[src/rtl/lpfd_pkg.sv]
// Shared types, constants and the CRC-16/XMODEM byte update for the frame decoder.
package lpfd_pkg;

    localparam int unsigned MaxPayloadDefault = 256;
    localparam logic [7:0]  StartMarkerReset  = 8'hAA;
    localparam logic [15:0] CrcPoly           = 16'h1021;
    localparam logic [15:0] CrcInit           = 16'h0000;
    localparam logic [9:0]  PosCap            = 10'd1023;
    localparam logic [9:0]  MinFrame          = 10'd6;

    localparam logic KIND_PAYLOAD = 1'b0;
    localparam logic KIND_VERDICT = 1'b1;

    typedef enum logic [2:0] {
        VERDICT_OK        = 3'd0,
        VERDICT_SHORT     = 3'd1,
        VERDICT_BAD_START = 3'd2,
        VERDICT_LEN_BAD   = 3'd3,
        VERDICT_TOO_LONG  = 3'd4,
        VERDICT_CRC_BAD   = 3'd5
    } verdict_t;

    typedef struct packed {
        logic       emit;
        logic       kind;
        logic [7:0] data;
        verdict_t   verdict;
        logic [8:0] count;
    } lpfd_result_t;

    function automatic logic [15:0] crc_byte(input logic [15:0] crc, input logic [7:0] b);
        logic [15:0] c;
        c = crc ^ {b, 8'h00};
        for (int k = 0; k < 8; k++)
        begin
            if (c[15])
            begin
                c = {c[14:0], 1'b0} ^ CrcPoly;
            end
            else
            begin
                c = {c[14:0], 1'b0};
            end
        end
        return c;
    endfunction

endpackage

[src/rtl/length_prefixed_frame_decoder.sv]
// Top level of the length-prefixed frame decoder with CRC-16/XMODEM check.
// The decoder takes one frame byte per cycle with no gaps of its own: each byte is
// captured in an input register, decoded combinationally against the frame
// state (the byte-wide CRC update is a shallow tree of XOR logic), and its
// result, if any, lands in an output register. A stalled result holds the
// input register, which then stalls the input. Payload bytes come out
// tentatively; the last byte of a frame yields a verdict carrying the type
// byte and, on success, the payload length.
// The start marker can be rewritten at any time the decoder is idle.
module length_prefixed_frame_decoder #(
    parameter int unsigned MAX_PAYLOAD = lpfd_pkg::MaxPayloadDefault
) (
    input  logic       clk,
    input  logic       rst_n,
    input  logic       in_valid,
    output logic       in_stall,
    input  logic [7:0] rx_byte,
    input  logic       end_of_frame,
    output logic       out_valid,
    input  logic       out_stall,
    output logic       result_kind,
    output logic [7:0] result_byte,
    output logic [2:0] verdict,
    output logic [8:0] payload_count,
    input  logic       cfg_valid,
    output logic       cfg_ready,
    input  logic [7:0] cfg_data
);
    import lpfd_pkg::*;

    logic         s1_valid_reg, s1_valid_next;
    logic [7:0]   s1_byte_reg;
    logic         s1_eof_reg;
    logic         out_valid_reg, out_valid_next;
    logic         out_kind_reg;
    logic [7:0]   out_byte_reg;
    logic [2:0]   out_verdict_reg;
    logic [8:0]   out_count_reg;
    logic         out_free;
    logic         advance;
    logic         load_in;
    lpfd_result_t result;

    assign out_free       = !out_valid_reg || !out_stall;
    assign advance        = s1_valid_reg && out_free;
    assign in_stall       = s1_valid_reg && !out_free;
    assign load_in        = in_valid && !in_stall;
    assign s1_valid_next  = load_in || (s1_valid_reg && !advance);
    assign out_valid_next = advance ? result.emit : (out_valid_reg && out_stall);
    assign cfg_ready      = 1'b1;

    lpfd_frame #(
        .MAX_PAYLOAD (MAX_PAYLOAD)
    ) u_frame (
        .clk          (clk),
        .rst_n        (rst_n),
        .step         (advance),
        .rx_byte      (s1_byte_reg),
        .end_of_frame (s1_eof_reg),
        .cfg_write    (cfg_valid && cfg_ready),
        .cfg_data     (cfg_data),
        .result       (result)
    );

    always_ff @(posedge clk or negedge rst_n)
    begin
        if (!rst_n)
        begin
            s1_valid_reg  <= 1'b0;
            out_valid_reg <= 1'b0;
        end
        else
        begin
            s1_valid_reg  <= s1_valid_next;
            out_valid_reg <= out_valid_next;
        end
    end

    always_ff @(posedge clk)
    begin
        if (load_in)
        begin
            s1_byte_reg <= rx_byte;
            s1_eof_reg  <= end_of_frame;
        end
        if (advance && result.emit)
        begin
            out_kind_reg    <= result.kind;
            out_byte_reg    <= result.data;
            out_verdict_reg <= result.verdict;
            out_count_reg   <= result.count;
        end
    end

    assign out_valid     = out_valid_reg;
    assign result_kind   = out_kind_reg;
    assign result_byte   = out_byte_reg;
    assign verdict       = out_verdict_reg;
    assign payload_count = out_count_reg;

endmodule

[src/rtl/lpfd_frame.sv]
// Frame state registers and the per-byte decode step that forms payload and verdict results.
module lpfd_frame #(
    parameter int unsigned MAX_PAYLOAD = lpfd_pkg::MaxPayloadDefault
) (
    input  logic                   clk,
    input  logic                   rst_n,
    input  logic                   step,
    input  logic [7:0]             rx_byte,
    input  logic                   end_of_frame,
    input  logic                   cfg_write,
    input  logic [7:0]             cfg_data,
    output lpfd_pkg::lpfd_result_t result
);
    import lpfd_pkg::*;

    localparam logic [16:0] TooLongLimit = 17'(MAX_PAYLOAD) + 17'd1;

    logic [7:0]  marker_reg;
    logic [9:0]  pos_reg,  pos_next;
    logic [15:0] len_reg,  len_next,  len_new;
    logic [7:0]  type_reg, type_next, type_new;
    logic [15:0] crc_reg,  crc_next,  crc_new, crc_upd;
    logic [7:0]  crc_lo_reg, crc_lo_next, crc_lo_new;
    logic        start_ok_reg, start_ok_next, start_ok_new;
    logic        in_body;
    logic        is_crc_lo;
    logic        past_len;
    logic [9:0]  count;
    logic [16:0] expected;
    verdict_t    verdict;

    always_comb
    begin
        crc_upd   = crc_byte(crc_reg, rx_byte);
        past_len  = (pos_reg >= 10'd3);
        in_body   = ({7'd0, pos_reg} <= ({1'b0, len_reg} + 17'd2));
        is_crc_lo = ({7'd0, pos_reg} == ({1'b0, len_reg} + 17'd3));

        len_new = len_reg;
        if (pos_reg == 10'd1)
        begin
            len_new[7:0] = rx_byte;
        end
        if (pos_reg == 10'd2)
        begin
            len_new[15:8] = rx_byte;
        end

        crc_new = crc_reg;
        if (pos_reg == 10'd1 || pos_reg == 10'd2)
        begin
            crc_new = crc_upd;
        end
        else if (past_len && in_body && !end_of_frame)
        begin
            crc_new = crc_upd;
        end

        type_new     = (pos_reg == 10'd3) ? rx_byte : type_reg;
        crc_lo_new   = (past_len && !in_body && is_crc_lo) ? rx_byte : crc_lo_reg;
        start_ok_new = (pos_reg == 10'd0) ? (rx_byte == marker_reg) : start_ok_reg;

        count    = (pos_reg == PosCap) ? PosCap : pos_reg + 10'd1;
        expected = {1'b0, len_new} + 17'd5;

        if (count < MinFrame)
        begin
            verdict = VERDICT_SHORT;
        end
        else if (!start_ok_new)
        begin
            verdict = VERDICT_BAD_START;
        end
        else if ({7'd0, count} != expected)
        begin
            verdict = VERDICT_LEN_BAD;
        end
        else if ({1'b0, len_new} > TooLongLimit)
        begin
            verdict = VERDICT_TOO_LONG;
        end
        else if (crc_new != {rx_byte, crc_lo_new})
        begin
            verdict = VERDICT_CRC_BAD;
        end
        else
        begin
            verdict = VERDICT_OK;
        end

        if (end_of_frame)
        begin
            result.emit    = 1'b1;
            result.kind    = KIND_VERDICT;
            result.data    = type_new;
            result.verdict = verdict;
            result.count   = (verdict == VERDICT_OK) ? 9'(len_new - 16'd1) : 9'd0;
        end
        else
        begin
            result.emit    = (pos_reg >= 10'd4) && in_body;
            result.kind    = KIND_PAYLOAD;
            result.data    = rx_byte;
            result.verdict = VERDICT_OK;
            result.count   = 9'd0;
        end

        if (end_of_frame)
        begin
            pos_next      = 10'd0;
            len_next      = 16'd0;
            type_next     = 8'd0;
            crc_next      = CrcInit;
            crc_lo_next   = 8'd0;
            start_ok_next = 1'b0;
        end
        else
        begin
            pos_next      = count;
            len_next      = len_new;
            type_next     = type_new;
            crc_next      = crc_new;
            crc_lo_next   = crc_lo_new;
            start_ok_next = start_ok_new;
        end
    end

    always_ff @(posedge clk or negedge rst_n)
    begin
        if (!rst_n)
        begin
            marker_reg   <= StartMarkerReset;
            pos_reg      <= 10'd0;
            len_reg      <= 16'd0;
            type_reg     <= 8'd0;
            crc_reg      <= CrcInit;
            crc_lo_reg   <= 8'd0;
            start_ok_reg <= 1'b0;
        end
        else
        begin
            if (cfg_write)
            begin
                marker_reg <= cfg_data;
            end
            if (step)
            begin
                pos_reg      <= pos_next;
                len_reg      <= len_next;
                type_reg     <= type_next;
                crc_reg      <= crc_next;
                crc_lo_reg   <= crc_lo_next;
                start_ok_reg <= start_ok_next;
            end
        end
    end

endmodule

[config.mk]
export PLATFORM = sky130hd
export DESIGN_NAME = length_prefixed_frame_decoder
export DESIGN_NICKNAME = d
export VERILOG_FILES = /design/src/rtl/lpfd_pkg.sv /design/src/rtl/length_prefixed_frame_decoder.sv /design/src/rtl/lpfd_frame.sv
export SDC_FILE = /design/constraint.sdc
export NUM_CORES = 1
export LEC_CHECK = 0
export BUFFER_PORTS_ARGS = -buffer_cell sky130_fd_sc_hd__buf_2
export CAP_MARGIN = 20
export CORE_MARGIN = 3
export CORE_UTILIZATION = 62
export DETAILED_ROUTE_END_ITERATION = 12
export PLACE_DENSITY = 0.81
export SYNTH_ARGS = -nofsm -noshare
export SYNTH_HDL_FRONTEND = slang
export SYNTH_SLANG_ARGS = --single-unit
[constraint.sdc]
create_clock -name clk -period 6.6 [get_ports clk]
set_clock_uncertainty 0.2 [all_clocks]
set_input_delay 0.66 -clock clk [delete_from_list [all_inputs] [get_ports clk]]
set_output_delay 0.66 -clock clk [all_outputs]
set_load 0.01 [all_outputs]
==> results of run 1 <==
==> final timing paths <==
path / to / slack [ns]
min in group asynchronous: u_frame.len_reg[6] / 0.29
setup / recovery: payload_count[3] / 0.96
max in group asynchronous: u_frame.type_reg[0] / 5.29
setup reg to reg: payload_count[3] / 0.96
hold / removal: s1_byte_reg[2] / 0.28
hold reg to reg: u_frame.crc_lo_reg[2] / 0.30
==> synthesized netlist by cell type (5+ instances only) <==
cell / instances
mux2i_1: 13
o21ai_0: 57
nor3_1: 17
a21boi_0: 9
nor2_1: 41
nand4_1: 30
o211ai_1: 12
a31oi_1: 6
xor2_1: 23
a22o_1: 7
edfxtp_1: 30
clkbuf_1: 45
buf_2: 9
o2111ai_1: 7
nand2_1: 79
mux2_2: 27
nor3b_1: 5
a22oi_1: 24
and2_1: 14
nor2_2: 9
dfrtp_1: 65
buf_4: 5
or3_1: 7
nand3_1: 34
inv_1: 23
ha_1: 20
and3_1: 7
xnor2_1: 61
o31ai_1: 13
a21oi_1: 33
o22ai_1: 11
o41ai_1: 5
nor4_1: 10
==> report_power, final <==
part           switching (uW)  internal [uW]  leakage, uW
registers                 197            787      0.00120
clock network             253            284     0.000148
logic                    1080            742      0.00175
==> layer usage <==
metal  wire, um  vias up  global-route usage, %
met5          0        -                      0
met4        670        0                  13.15
met3       1887       52                  7.632
met2      10230      347                  53.94
met1       8311     3208                  41.60
li1           -     3065                      -
==> through the flow <==
stage | cell area, um2 | hold slack [ns] | setup WS, ns | total power [uW]
after floorplan | 7393 | 0.1644 | 1.776 | 2343
after global placement | 7551 | 0.2580 | 1.241 | 2701
after detailed placement | 7551 | 0.2768 | 1.093 | 2756
after CTS | 7845 | 0.2665 | 1.058 | 3310
after global routing | 7860 | 0.2704 | 0.6356 | 3578
final | 7860 | 0.2755 | 0.9584 | 3342
==> layout make-up <==
| type | count | area share, % |
|---|---|---|
| Clock inverter | 5 | 0.5094 |
| Sequential cell | 99 | 33.49 |
| Clock buffer | 11 | 3.231 |
| Inverter | 25 | 1.194 |
| Timing Repair Buffer | 52 | 3.661 |
| Multi-Input combinational cell | 646 | 55.64 |
| Tap cell | 143 | 2.276 |
==> cells by family (layout without fill, tap and decap cells) <==
group,count (synthesis),after routing
other,1,1
adder cells (fa/ha/maj),20,20
buffers and inverters,90,93
XOR/XNOR,84,84
flip-flops,99,99
AO/OA/AOI/OAI,215,215
AND/OR/NAND/NOR,286,286
multiplexers,40,40
==> flow_metrics.py, run 1 <==
metrics = {
    "place": {
        "dp_hpwl_um": 14670,
        "dp.cells": 964,
        "port_buffers": 44,
        "place_congestion": 0.9440,
    },
    "critical_path": {
        "arrival_ns": 5.65,
        "cpMaxStageDelayCell": "or4_1",
        "endpoint_kind": "flip-flop",
        "crit_path_max_fanout": 14,
        "crit_family": "simple AND/OR/NAND/NOR gates",
        "critical_path.cell_chain": "or4_1, o31ai_1, and2_1, inv_1, ha_1, nand3b_1, mux2i_1, o41ai_1, nand4b_1, or4_4, or4_1, or3_1, nor2_2",
        "cpMostUsedCell": "or4_1",
        "critPathBufInv": 1,
        "cpPeakStageDelay_ns": 0.78,
        "path_class": "reg2reg",
        "startpoint": "u_frame.pos_reg[2]",
        "cp.required_ns": 6.61,
        "crit_cells": 13,
        "reg2reg_from": "u_frame.pos_reg[2]",
        "r2r_cells": 13,
        "critPathLaunchType": "flip-flop",
    },
    "timing": {
        "finalHoldViolCount": 0,
        "rsz0062_at_grt": "no",
        "slew_violations": 0,
        "min_period_over_period_pct": 85.48,
        "max-slew-margin-rel_pct": 35.89,
        "finalSetupViolCount": 0,
        "tns_ns": 0,
        "fmax_mhz": 177.3,
        "worst_slew_pin_slew_ns": 0.9543,
        "min_period_ns": 5.642,
    },
    "finish": {
        "fin_nets": 875,
        "insertedDiodeCount": 0,
        "drive_gt1_share_pct": 13.84,
        "final_cells": 981,
        "regArea_um2": 2633,
        "utilization_pct": 68.25,
        "nFillCells": 934,
        "areaGrowthSynthToFinish_pct": 6.312,
        "final_cell_mix": "nand2_1 (79), dfrtp_1 (65), xnor2_1 (61), o21ai_0 (57), buf_2 (44)",
        "layout_commonest_cell": "nand2_1",
        "multiInputGateArea_um2": 4373,
    },
    "clock_tree": {
        "cts_buffers": 9,
        "clkLatencyLatePin_ns": 0.36,
        "post_cts_buffers": 0,
        "cts.sinks": 99,
        "htree_levels": 3,
        "tritoncts": "built",
        "cts-root-buf": "clkbuf_16",
        "hold_buffers": 0,
        "clkSlewWorstSetupHoldPaths_ns": 0.07,
        "cts.repair.resized": 0,
        "clk_path_buf_depth": 2,
    },
    "outcome": {
        "status": "complete, no violations",
    },
    "global_routing": {
        "grt_max_degree": 70,
        "grt_pass1_vias": 6528,
        "grt_pass1_wl_um": 34030,
        "antenna_found_initial": 0,
        "grt_overflow_total": 0,
        "grt_usage_pct": 32.70,
    },
    "logic_synthesis": {
        "ys_seq_elements": 99,
        "syn_area_um2": 7393,
        "synth_simple_gate_area_share_pct": 20.38,
        "synth-edff-count": 30,
        "muxShareOfSynthArea_pct": 5.872,
        "synth-compound-area-share_pct": 19.38,
        "syn_nets": 877,
        "synthArstFlopShare_pct": 69.70,
        "syn_area_per_cell_um2": 8.854,
        "synth_top_cell_area_share_pct": 22.00,
        "synth_xor_area_share_pct": 9.951,
        "ys_top_cells_by_area": "dfrtp_1 (22%), edfxtp_1 (12%), xnor2_1 (7.2%)",
        "postSynthCellCount": 835,
        "yosysSeqAreaShare_pct": 35.61,
        "synth_cell_types": 71,
        "yosys_warnings": 0,
        "yosys.area.top_type": "dfrtp_1",
        "synth_fa_ha_area_share_pct": 3.385,
        "ys.flop_type": "dfrtp_1",
        "synth_top_family_by_area": "simple AND/OR/NAND/NOR gates",
    },
    "floorplanning": {
        "die_x_um": 115.2,
        "io_pins": 46,
        "core_region_area_um2": 11520,
        "rows": 39,
        "initial_core_util_pct": 64.20,
        "die_h_um": 115.2,
        "die-area_um2": 13270,
    },
    "flow_run": {
        "cap_violations": 0,
    },
    "power_and_ir_drop": {
        "ir_drop_mv": 0.2462,
        "cellLeakagePower_uw": 0.003093,
        "power_density_nw_per_um2": 425.2,
    },
    "routing": {
        "viasPerCell": 6.801,
        "drc": 0,
        "wl_um": 21100,
        "drt-initial-drc-count": 692,
        "wl_per_cell_um": 21.50,
        "dr_total_vias": 6672,
        "drt_pass1_iterations": 5,
        "final_antenna_net_count": 0,
    },
    "min_path": {
        "whs_path_depth": 1,
        "hp-class": "in2reg",
        "min-delay-start": "rx_byte[2]",
    },
}
No activity file was read; power rests on OpenSTA's default activity.
==> inputs of run 2 (changes only) <==
--- a/config.mk
+++ b/config.mk
@@ -7,10 +7,12 @@
 export LEC_CHECK = 0
 export BUFFER_PORTS_ARGS = -buffer_cell sky130_fd_sc_hd__buf_2
 export CAP_MARGIN = 20
+export CELL_PAD_IN_SITES_DETAIL_PLACEMENT = 0
+export CELL_PAD_IN_SITES_GLOBAL_PLACEMENT = 1
 export CORE_MARGIN = 3
-export CORE_UTILIZATION = 62
+export CORE_UTILIZATION = 48
 export DETAILED_ROUTE_END_ITERATION = 12
-export PLACE_DENSITY = 0.81
+export PLACE_DENSITY_LB_ADDON = 0.1
 export SYNTH_ARGS = -nofsm -noshare
 export SYNTH_HDL_FRONTEND = slang
 export SYNTH_SLANG_ARGS = --single-unit
==> flow_metrics.py, run 2 (synthesis results as in run 1) <==
metrics = {
    "outcome": {
        "status": "complete, no violations",
    },
    "floorplanning": {
        "die_h_um": 130.1,
        "die_x_um": 130.1,
        "io_pins": 46,
        "core_region_area_um2": 14810,
        "die-area_um2": 16930,
        "initial_core_util_pct": 49.92,
        "rows": 44,
    },
    "finish": {
        "final_cell_mix": "nand2_1 (79), dfrtp_1 (65), xnor2_1 (61), o21ai_0 (57), buf_2 (44)",
        "drive_gt1_share_pct": 14.06,
        "areaGrowthSynthToFinish_pct": 7.379,
        "regArea_um2": 2633,
        "design_area_um2": 7939,
        "nFillCells": 1356,
        "insertedDiodeCount": 0,
        "layout_commonest_cell": "nand2_1",
        "fin_nets": 876,
        "multiInputGateArea_um2": 4373,
        "final_cells": 1023,
    },
    "critical_path": {
        "arrival_ns": 5.73,
        "endpoint_kind": "flip-flop",
        "path_class": "reg2reg",
        "cp.required_ns": 6.62,
        "critPathLaunchType": "flip-flop",
        "crit_path_max_fanout": 9,
    },
    "clock_tree": {
        "hold_buffers": 0,
        "htree_levels": 3,
        "cts-root-buf": "clkbuf_16",
        "clk_path_buf_depth": 2,
        "clkLatencyLatePin_ns": 0.36,
        "cts.repair.resized": 0,
        "cts_buffers": 9,
        "post_cts_buffers": 0,
        "clkSlewWorstSetupHoldPaths_ns": 0.08,
        "cts.sinks": 99,
        "tritoncts": "built",
    },
    "timing": {
        "slew_violations": 0,
        "worst_slew_pin_slew_ns": 0.9877,
        "rsz0062_at_grt": "no",
        "tns_ns": 0,
        "fmax_mhz": 175.3,
        "finalHoldViolCount": 0,
        "min_period_ns": 5.706,
        "finalSetupViolCount": 0,
        "max-slew-margin-rel_pct": 33.65,
        "setup_slack_ns": 0.8942,
        "min_period_over_period_pct": 86.45,
    },
    "place": {
        "dp_hpwl_um": 15930,
        "dp.cells": 1006,
        "place_congestion": 0.9331,
        "port_buffers": 44,
        "pre_cts_ws_ns": 0.9592,
        "placed_cell_area_um2": 7610,
    },
    "routing": {
        "dr_total_vias": 6490,
        "drt-initial-drc-count": 617,
        "wl_per_cell_um": 21.49,
        "drc": 0,
        "final_antenna_net_count": 0,
        "drt_pass1_iterations": 5,
        "wl_um": 21990,
        "viasPerCell": 6.344,
    },
    "global_routing": {
        "grt_overflow_total": 0,
        "grt_pass1_wl_um": 34580,
        "grt_pass1_vias": 6355,
        "grt_max_degree": 70,
        "antenna_found_initial": 0,
        "grt_usage_pct": 26.49,
    },
    "power_and_ir_drop": {
        "ir_drop_mv": 0.2008,
        "cellLeakagePower_uw": 0.003102,
        "power_density_nw_per_um2": 423.2,
    },
    "min_path": {
        "hp-class": "in2reg",
    },
    "flow_run": {
        "cap_violations": 0,
    },
}
==> run 2: area by class of cell <==
cell class | count | area share [%]
well taps | 184 | 2.900
flip-flops and latches | 99 | 33.16
clock buffers | 9 | 2.837
inverters | 25 | 1.182
repair buffers | 53 | 3.877
multi-input cells | 646 | 55.08
clock inverters | 7 | 0.9614
==> run 2: final timing paths <==
kind | startpoint | to | slack, ns | cells after the start
min in group asynchronous | rst_n | u_frame.pos_reg[9] | 0.31 | 2
max | u_frame.pos_reg[1] | payload_count[8] | 0.89 | 15
max in group asynchronous | rst_n | u_frame.crc_lo_reg[7] | 5.23 | 2
min | rx_byte[5] | s1_byte_reg[5] | 0.27 | 1
max reg2reg | u_frame.pos_reg[1] | payload_count[8] | 0.89 | 15
min reg2reg | u_frame.crc_lo_reg[0] | u_frame.crc_lo_reg[0] | 0.30 | 1
==> run 2: metal layers <==
| layer | vias up | GRT usage (%) | part of all wire, % |
|---|---|---|---|
| met5 | - | 0 | 0 |
| met4 | 0 | 9.535 | 3.0 |
| li1 | 3071 | - | - |
| met2 | 238 | 44.30 | 48 |
| met3 | 45 | 4.298 | 5.0 |
| met1 | 3136 | 34.76 | 44 |
==> run 2: where the power goes <==
group / leakage [uW] / internal [uW] / switching, uW / total (uW)
clock: 0.000147 / 268 / 273 / 541
sequential: 0.00120 / 787 / 190 / 978
combinational: 0.00176 / 750 / 1090 / 1840
==> run 2: worst max-delay path, stage by stage (launching register included) <==
cell	delay, ns
dfrtp_1	0.51
inv_1	0.16
ha_1	0.38
clkinv_1	0.32
o31ai_1	0.49
and2_1	0.35
inv_1	0.13
ha_1	0.22
nand3b_1	0.32
mux2i_1	0.20
o41ai_1	0.35
nand4b_1	0.16
or4_4	0.51
or4_1	0.52
or3_1	0.53
nor2_2	0.18
==> run 2: stage by stage <==
step / utilization, % / hold slack (ns) / power (uW)
2_1_floorplan: - / 0.1644 / 2343
3_3_place_gp: 51.39 / 0.2612 / 2761
3_5_place_dp: 51.39 / 0.2762 / 2788
4_1_cts: 53.42 / 0.2547 / 3337
5_1_grt: 53.61 / 0.2512 / 3595
6_report: 53.61 / 0.2651 / 3360
==> inputs of run 3 (changes only) <==
--- a/config.mk
+++ b/config.mk
@@ -13,6 +13,7 @@
 export CORE_UTILIZATION = 48
 export DETAILED_ROUTE_END_ITERATION = 12
 export PLACE_DENSITY_LB_ADDON = 0.1
+export REMOVE_ABC_BUFFERS = 1
 export SYNTH_ARGS = -nofsm -noshare
 export SYNTH_HDL_FRONTEND = slang
 export SYNTH_SLANG_ARGS = --single-unit
==> flow_metrics.py, run 3 (synthesis results as in run 1) <==
metrics = {
    "outcome": {
        "status": "complete, no violations",
    },
    "place": {
        "dp.cells": 1008,
        "place_congestion": 0.9601,
        "pre_cts_ws_ns": 1.107,
        "dp_hpwl_um": 15610,
        "port_buffers": 44,
    },
    "routing": {
        "wl_um": 21620,
        "drc": 0,
        "final_antenna_net_count": 0,
        "viasPerCell": 6.408,
        "drt_pass1_iterations": 7,
        "dr_total_vias": 6568,
        "drt-initial-drc-count": 685,
        "wl_per_cell_um": 21.09,
    },
    "floorplanning": {
        "die_x_um": 130.1,
        "io_pins": 46,
        "die-area_um2": 16930,
        "rows": 44,
        "initial_core_util_pct": 49.92,
        "die_h_um": 130.1,
        "core_region_area_um2": 14810,
    },
    "critical_path": {
        "critPathLaunchType": "flip-flop",
        "path_class": "reg2reg",
        "arrival_ns": 5.56,
        "crit_path_max_fanout": 14,
        "endpoint_kind": "flip-flop",
        "cp.required_ns": 6.62,
    },
    "power_and_ir_drop": {
        "cellLeakagePower_uw": 0.003112,
        "power_density_nw_per_um2": 423.9,
        "ir_drop_mv": 0.1903,
    },
    "clock_tree": {
        "tritoncts": "built",
        "cts_buffers": 9,
        "clkSlewWorstSetupHoldPaths_ns": 0.07,
        "clk_path_buf_depth": 2,
        "cts-root-buf": "clkbuf_16",
        "post_cts_buffers": 0,
        "cts.sinks": 99,
        "htree_levels": 3,
        "hold_buffers": 0,
        "clkLatencyLatePin_ns": 0.36,
        "cts.repair.resized": 0,
    },
    "finish": {
        "final_cell_mix": "nand2_1 (79), dfrtp_1 (65), xnor2_1 (61), o21ai_0 (57), buf_2 (44)",
        "fin_nets": 878,
        "drive_gt1_share_pct": 14.27,
        "areaGrowthSynthToFinish_pct": 7.480,
        "insertedDiodeCount": 0,
        "layout_commonest_cell": "nand2_1",
        "final_cells": 1025,
        "utilization_pct": 53.66,
    },
    "global_routing": {
        "grt_usage_pct": 26.54,
        "grt_overflow_total": 0,
        "antenna_found_initial": 0,
        "grt_max_degree": 70,
        "grt_pass1_wl_um": 34860,
        "grt_pass1_vias": 6178,
    },
    "timing": {
        "finalHoldViolCount": 0,
        "finalSetupViolCount": 0,
        "rsz0062_at_grt": "no",
        "worst_slew_pin_slew_ns": 0.9639,
        "setup_slack_ns": 1.053,
        "fmax_mhz": 180.3,
        "max-slew-margin-rel_pct": 35.74,
        "min_period_over_period_pct": 84.05,
        "min_period_ns": 5.547,
        "slew_violations": 0,
    },
    "flow_run": {
        "cap_violations": 0,
    },
    "min_path": {
        "hp-class": "in2reg",
    },
}
run 3: changes by cell type in the layout (fill, tap and decap cells not counted), sizes merged:
cell,previous run,this run
buf,53,55
bufinv,0,1
clkinv,6,5
run 3: per-stage QoR:
step	cell area, um2	setup TNS [ns]	power (uW)	hold slack, ns
after floorplan	7089	-10.87	2304	0.1644
final	7946	0	3369	0.2764
after detailed placement	7625	0	2797	0.2723
after global routing	7946	0	3634	0.2701
after global placement	7625	0	2763	0.2646
after CTS	7931	0	3362	0.2643
run 3: per-layer routing:
layer / vias to the layer above / track usage [%] / routed length [um]
met2: 234 / 40.28 / 9609
met1: 3210 / 38.64 / 9999
met3: 46 / 4.093 / 1428
met5: - / 0 / 0
li1: 3078 / - / -
met4: 0 / 9.108 / 584
run 3: where the power goes:
group          total (uW)  internal (uW)  switching [uW]
clock                 553            300             253
sequential            980            787             193
combinational        1840            749            1090
total                3370           1840            1530
run 3: area by class of cell:
cell class	count	area (um2)
multi-input combinational	646	4373
timing repair buffer	55	310.3
clock inverter	7	81.33
inverter	25	93.84
clock buffer	9	225.2
tap	184	230.2
fill	1362	6863
sequential	99	2633
run 3: path summary, 6_finish.rpt:
kind | start | endpoint | slack, ns | cells past startpoint
setup / recovery | u_frame.pos_reg[2] | payload_count[2] | 1.05 | 13
hold / removal | rx_byte[3] | s1_byte_reg[3] | 0.28 | 1
setup reg to reg | u_frame.pos_reg[2] | payload_count[2] | 1.05 | 13
hold reg to reg | u_frame.crc_lo_reg[0] | u_frame.crc_lo_reg[0] | 0.30 | 1
max in group asynchronous | rst_n | u_frame.type_reg[1] | 5.23 | 2
min in group asynchronous | rst_n | u_frame.pos_reg[4] | 0.31 | 2
run 3: critical path: stages (launching register included):
cell and delay (ns):
dfrtp_1 0.56, or4_1 0.78, o31ai_1 0.43, and2_1 0.34
inv_1 0.13, ha_1 0.23, nand3b_1 0.32, mux2i_1 0.19
o41ai_1 0.37, nand4b_1 0.14, or4_4 0.50, or4_1 0.51
or3_1 0.52, nor2_2 0.18
